$ cat config.mk
export PLATFORM = sky130hd
export DESIGN_NAME = isotp_rr_keys
export DESIGN_NICKNAME = d
export VERILOG_FILES = /design/src/design/isotp_rr_pkg.sv /design/src/design/isotp_rr_keys.sv
export SDC_FILE = /design/constraint.sdc
export NUM_CORES = 1
export LEC_CHECK = 0
export ABC_AREA = 1
export BUFFER_PORTS_ARGS = -buffer_cell sky130_fd_sc_hd__buf_4
export CAP_MARGIN = 20
export CORE_MARGIN = 10
export CORE_UTILIZATION = 50
export CTS_BUF_LIST = sky130_fd_sc_hd__clkbuf_8
export DETAILED_ROUTE_END_ITERATION = 8
export MAX_ROUTING_LAYER = met4
export PLACE_DENSITY = 0.68
export SETUP_SLACK_MARGIN = 0.15
export SLEW_MARGIN = 25
export SYNTH_ARGS = -nofsm -noshare
export SYNTH_HDL_FRONTEND = slang
export SYNTH_SLANG_ARGS = --single-unit
$ cat constraint.sdc
create_clock -name clock -period 3 [get_ports clock]
set_clock_uncertainty 0.15 [all_clocks]
set_input_delay 0.45 -clock clock [delete_from_list [all_inputs] [get_ports clock]]
set_output_delay 0.45 -clock clock [all_outputs]
set_load 0.03 [all_outputs]
$ cat src/design/isotp_rr_pkg.sv
// Shared types, constants and codes of the ISO-TP receive reassembler.
package isotp_rr_pkg;

   localparam int SLOTS_DEFAULT         = 8;
   localparam int MAX_MSG_BYTES_DEFAULT = 256;

   localparam int KEY_W  = 37;
   localparam int META_W = 6;
   localparam int TS_W   = 64;
   localparam int DECL_W = 12;
   // Fill counts reach at most 4095 at the largest message size.
   localparam int FILL_W = 13;
   localparam int POS_W  = FILL_W - 3;

   localparam int REQ_DATA_W = 168;
   localparam int RSP_DATA_W = 192;

   // Protocol control information frame types.
   localparam logic [3:0] FT_SINGLE      = 4'h0;
   localparam logic [3:0] FT_FIRST       = 4'h1;
   localparam logic [3:0] FT_CONSECUTIVE = 4'h2;

   typedef struct packed {
      logic [KEY_W-1:0]  key;
      logic [META_W-1:0] meta;
      logic [TS_W-1:0]   ts;
      logic [DECL_W-1:0] declared;
      logic [FILL_W-1:0] fill;
   } slot_rec_type;

   typedef struct packed {
      logic hit;
      logic full;
   } slot_flags_type;

   typedef enum logic [3:0] {
      ST_IDLE,
      ST_MATCH,
      ST_LOOK,
      ST_DECIDE,
      ST_RD,
      ST_LOAD,
      ST_POST,
      ST_SF,
      ST_FFOPEN
   } state_type;

endpackage

$ cat src/design/isotp_rr_keys.sv
// Slot key registers, valid bits, key match and free-slot search.
module isotp_rr_keys #(
   parameter int SLOTS = isotp_rr_pkg::SLOTS_DEFAULT
) (
   input  logic                                     clock,
   input  logic                                     reset,
   input  logic                                     cmp_en,
   input  logic [isotp_rr_pkg::KEY_W-1:0]           cmp_key,
   input  logic                                     set_en,
   input  logic [((SLOTS > 1) ? $clog2(SLOTS) : 1)-1:0] set_idx,
   input  logic [isotp_rr_pkg::KEY_W-1:0]           set_key,
   input  logic                                     clr_en,
   input  logic [((SLOTS > 1) ? $clog2(SLOTS) : 1)-1:0] clr_idx,
   output isotp_rr_pkg::slot_flags_type             flags,
   output logic [((SLOTS > 1) ? $clog2(SLOTS) : 1)-1:0] hit_idx,
   output logic [((SLOTS > 1) ? $clog2(SLOTS) : 1)-1:0] free_idx
);

   localparam int SW = (SLOTS > 1) ? $clog2(SLOTS) : 1;

   logic [isotp_rr_pkg::KEY_W-1:0] key_ff [SLOTS];
   logic [SLOTS-1:0]               valid_ff;
   logic [SLOTS-1:0]               match_ff;
   logic [SLOTS-1:0]               match_in;

   always_comb begin
      for (int s = 0; s < SLOTS; s++) begin
         match_in[s] = valid_ff[s] && (key_ff[s] == cmp_key);
      end
   end

   always_ff @(posedge clock) begin
      if (reset) begin
         valid_ff <= '0;
         match_ff <= '0;
      end else begin
         if (cmp_en) begin
            match_ff <= match_in;
         end
         if (set_en) begin
            valid_ff[set_idx] <= 1'b1;
         end
         if (clr_en) begin
            valid_ff[clr_idx] <= 1'b0;
         end
      end
   end

   always_ff @(posedge clock) begin
      if (set_en) begin
         key_ff[set_idx] <= set_key;
      end
   end

   // Lowest matching and lowest free slot win.
   always_comb begin
      hit_idx  = '0;
      free_idx = '0;
      for (int s = SLOTS - 1; s >= 0; s--) begin
         if (match_ff[s]) begin
            hit_idx = SW'(s);
         end
         if (!valid_ff[s]) begin
            free_idx = SW'(s);
         end
      end
      flags.hit  = |match_ff;
      flags.full = &valid_ff;
   end

endmodule

==> results.sh <==
export IMPL_tightest_slew_ns=0.6713
export IMPL_antenna_left=0
export IMPL_worstSkewPairLatency_ns=0.59
export IMPL_synthDistinctLibCells=28
export IMPL_p_leak_nw=7.604
export IMPL_core_area_um2=29480
export IMPL_cp_data_required_time_ns=2.40
export IMPL_synth_async_reset_ratio=0
export IMPL_synth_edf_count=296
export IMPL_status="finished, final reports clean"
export IMPL_first_iter_violations=732
export IMPL_dr_pass1_iters=5
export IMPL_cts_buffer_depth=3
export IMPL_postPlaceCellArea_um2=15960
export IMPL_synthCells=1624
export IMPL_grt_pass1_wl_mm=55.52
export IMPL_syn_area_um2=14880
export IMPL_final_core_util=0.5876
export IMPL_ys_ff_latch=312
export IMPL_multi_input_comb_area_um2=4444
export IMPL_worstSetupPathType="flop to primary output"
export IMPL_rsz0062_at_grt="no"
export IMPL_finalCritPeriodShare=0.8070
export IMPL_fp_row_count=63
export IMPL_area_growth_pct=16.40
export IMPL_tns_ns=0
export IMPL_fin_ws_ns=0.5789
export IMPL_clock_root_buffer="clkbuf_8"
export IMPL_initial_utilization=0.5048
export IMPL_ys_flop_type="edfxtp_1"
export IMPL_die_area_um2=37060
export IMPL_fmax_mhz=413.0
export IMPL_crit_fanout=3
export IMPL_avgSynthCellArea_um2=9.163
export IMPL_drive_gt1_frac=0.1106
export IMPL_die_h_um=192.5
export IMPL_arrival_ns=1.82
export IMPL_clkTransAtPathRegs_ns=0.06
export IMPL_io_buffers=92
export IMPL_grtUsageTotal=0.1979
export IMPL_vias=10690
export IMPL_grt_pass1_vias=10600
export IMPL_fp_dieW_um=192.5
export IMPL_finalCriticalPeriod_ns=2.421
export IMPL_seqCellArea_um2=9209
export IMPL_fin_nets=1861
export IMPL_powerDensity_nw_per_um2=540.6
export IMPL_synth_top_cell_by_area="edfxtp_1"
export IMPL_cp_start_kind="flop"
export IMPL_antenna_found_initial=0
export IMPL_dp_hpwl_mm=25.05
export IMPL_cts_sinks=312
export IMPL_avgViaCountPerCell=4.845
export IMPL_cts_buffers_inserted=50
export IMPL_final_cell_area_um2=17320
export IMPL_wirelength_mm=35.64
export IMPL_yosysTopAreaCellShare=0.5973
export IMPL_cts_max_level=2
export IMPL_drc=0
export IMPL_ir_worst_vdd_v=0.0003870
export IMPL_gr_total_overflow=0
export IMPL_final_max_slew_viol_count=0
export IMPL_slew_headroom=0.5525
export IMPL_hold_viol=0
export IMPL_yosys_warnings=0
export IMPL_io_pins=93
export IMPL_syn_nets=1709
export IMPL_synthTopCellsByArea="edfxtp_1 60%, nand2_1 15%, inv_1 6.4%, xnor2_1 4.4%, nor2_1 4.4%"
export IMPL_hp_class="primary input to flop"
export IMPL_nFillCells=2528
export IMPL_seq_area_frac_synth=0.6189
export IMPL_grt_max_degree=39
export IMPL_cts_tree="built"
export IMPL_cts_resized_gates=0
export IMPL_endpoint_kind="primary output"
export IMPL_cap_violations=0
export IMPL_post_place_ws_ns=0.8357
export IMPL_gp_congestion=0.9129
export IMPL_antennaDiodeCount=0
export IMPL_wl_per_cell_um=16.15
export IMPL_setup_viol=0
## report_power, final
group,switching (mW),internal [mW]
Clock,1.68,1.92
Combinational,0.491,0.301
Sequential,0.0610,4.91
## worst max-delay path, cell delays in order, from the launching register on
cell and delay, ns:
dfxtp_1 0.32, nor4_1 0.59, nor2_1 0.13, buf_4 0.20
## synthesized netlist by cell type (9+ instances only)
master,number
xor2_1,9
a21oi_1,12
nor2_1,174
dfxtp_1,16
o21ai_0,25
buf_4,13
xnor2_1,75
edfxtp_1,296
nand2_1,608
nand3_1,34
buf_2,20
inv_2,19
o21ai_1,14
nand4_1,17
inv_1,253
## logic make-up after synthesis
kind of cell | Yosys count | synth area share
simple gates | 852 | 0.2232
buf+inv | 314 | 0.08652
xor+xnor | 84 | 0.04944
compound gates | 62 | 0.02203
flops | 312 | 0.6189
## what timing repair did
| item | CTS | global route |
|---|---|---|
| hold endpoints to repair | 297 | 0 |
| hold buffers | 38 | 0 |
| setup buffers | 0 | 0 |
## metal layers
layer  vias to the layer above  wire length [um]  global-route usage
li1                       5370                 -                   -
met1                      4904             15840              0.2574
met2                       333             16360              0.3073
met3                        86              2190             0.03018
met4                         0              1253             0.07841
met5                         -                 0                   -
## cells in the final DEF, fill, tap and decap left out, types with 5 or more instances in the layout
cell type / n
xor2_1: 9
dlygate4sd3_1: 38
inv_2: 19
inv_1: 269
nor2_1: 166
clkinv_2: 5
clkinv_1: 16
a21oi_1: 12
o21ai_1: 14
dfxtp_1: 16
buf_4: 99
nand3_1: 34
xnor2_1: 75
clkbuf_8: 54
edfxtp_1: 296
o21ai_0: 25
nor2_4: 8
nand2_1: 608
o22ai_1: 8
nand4_1: 17
nor3_1: 8
## metrics by stage
| step | hold WS [ns] | power, mW | std cells |
|---|---|---|---|
| 2_1_floorplan | 0.3174 | 5.521 | 1624 |
| 3_3_place_gp | 0.3379 | 5.796 | 2076 |
| 3_5_place_dp | 0.3447 | 5.818 | 2076 |
| 4_1_cts | 0.05008 | 9.411 | 2207 |
| 5_1_grt | 0.06864 | 9.727 | 2207 |
| 6_report | 0.06902 | 9.364 | 2207 |
## area by class of cell
| type | instances | area share |
|---|---|---|
| clock buffers | 54 | 0.04291 |
| clock inverters | 39 | 0.01394 |
| inverters | 275 | 0.05959 |
| multi-input cells | 998 | 0.2566 |
| flip-flops and latches | 312 | 0.5316 |
| well taps | 390 | 0.02817 |
| repair buffers | 139 | 0.06718 |
## registers in the layout, indices dropped and copies added (netlist names)
signal    cells
key_ff      296
match_ff      8
valid_ff      8
## worst paths after layout
kind	startpoint	endpoint	slack [ns]	cells past startpoint
hold / removal	clr_idx[0]	valid_ff[6]$_SDFF_PP0_	0.07	3
setup / recovery	match_ff[7]$_SDFFE_PP0P_	hit_idx[2]	0.58	3
setup reg to reg	valid_ff[1]$_SDFF_PP0_	match_ff[1]$_SDFFE_PP0P_	1.29	8
hold reg to reg	match_ff[4]$_SDFFE_PP0P_	match_ff[4]$_SDFFE_PP0P_	0.35	2
(Power assumes the default switching activity.)
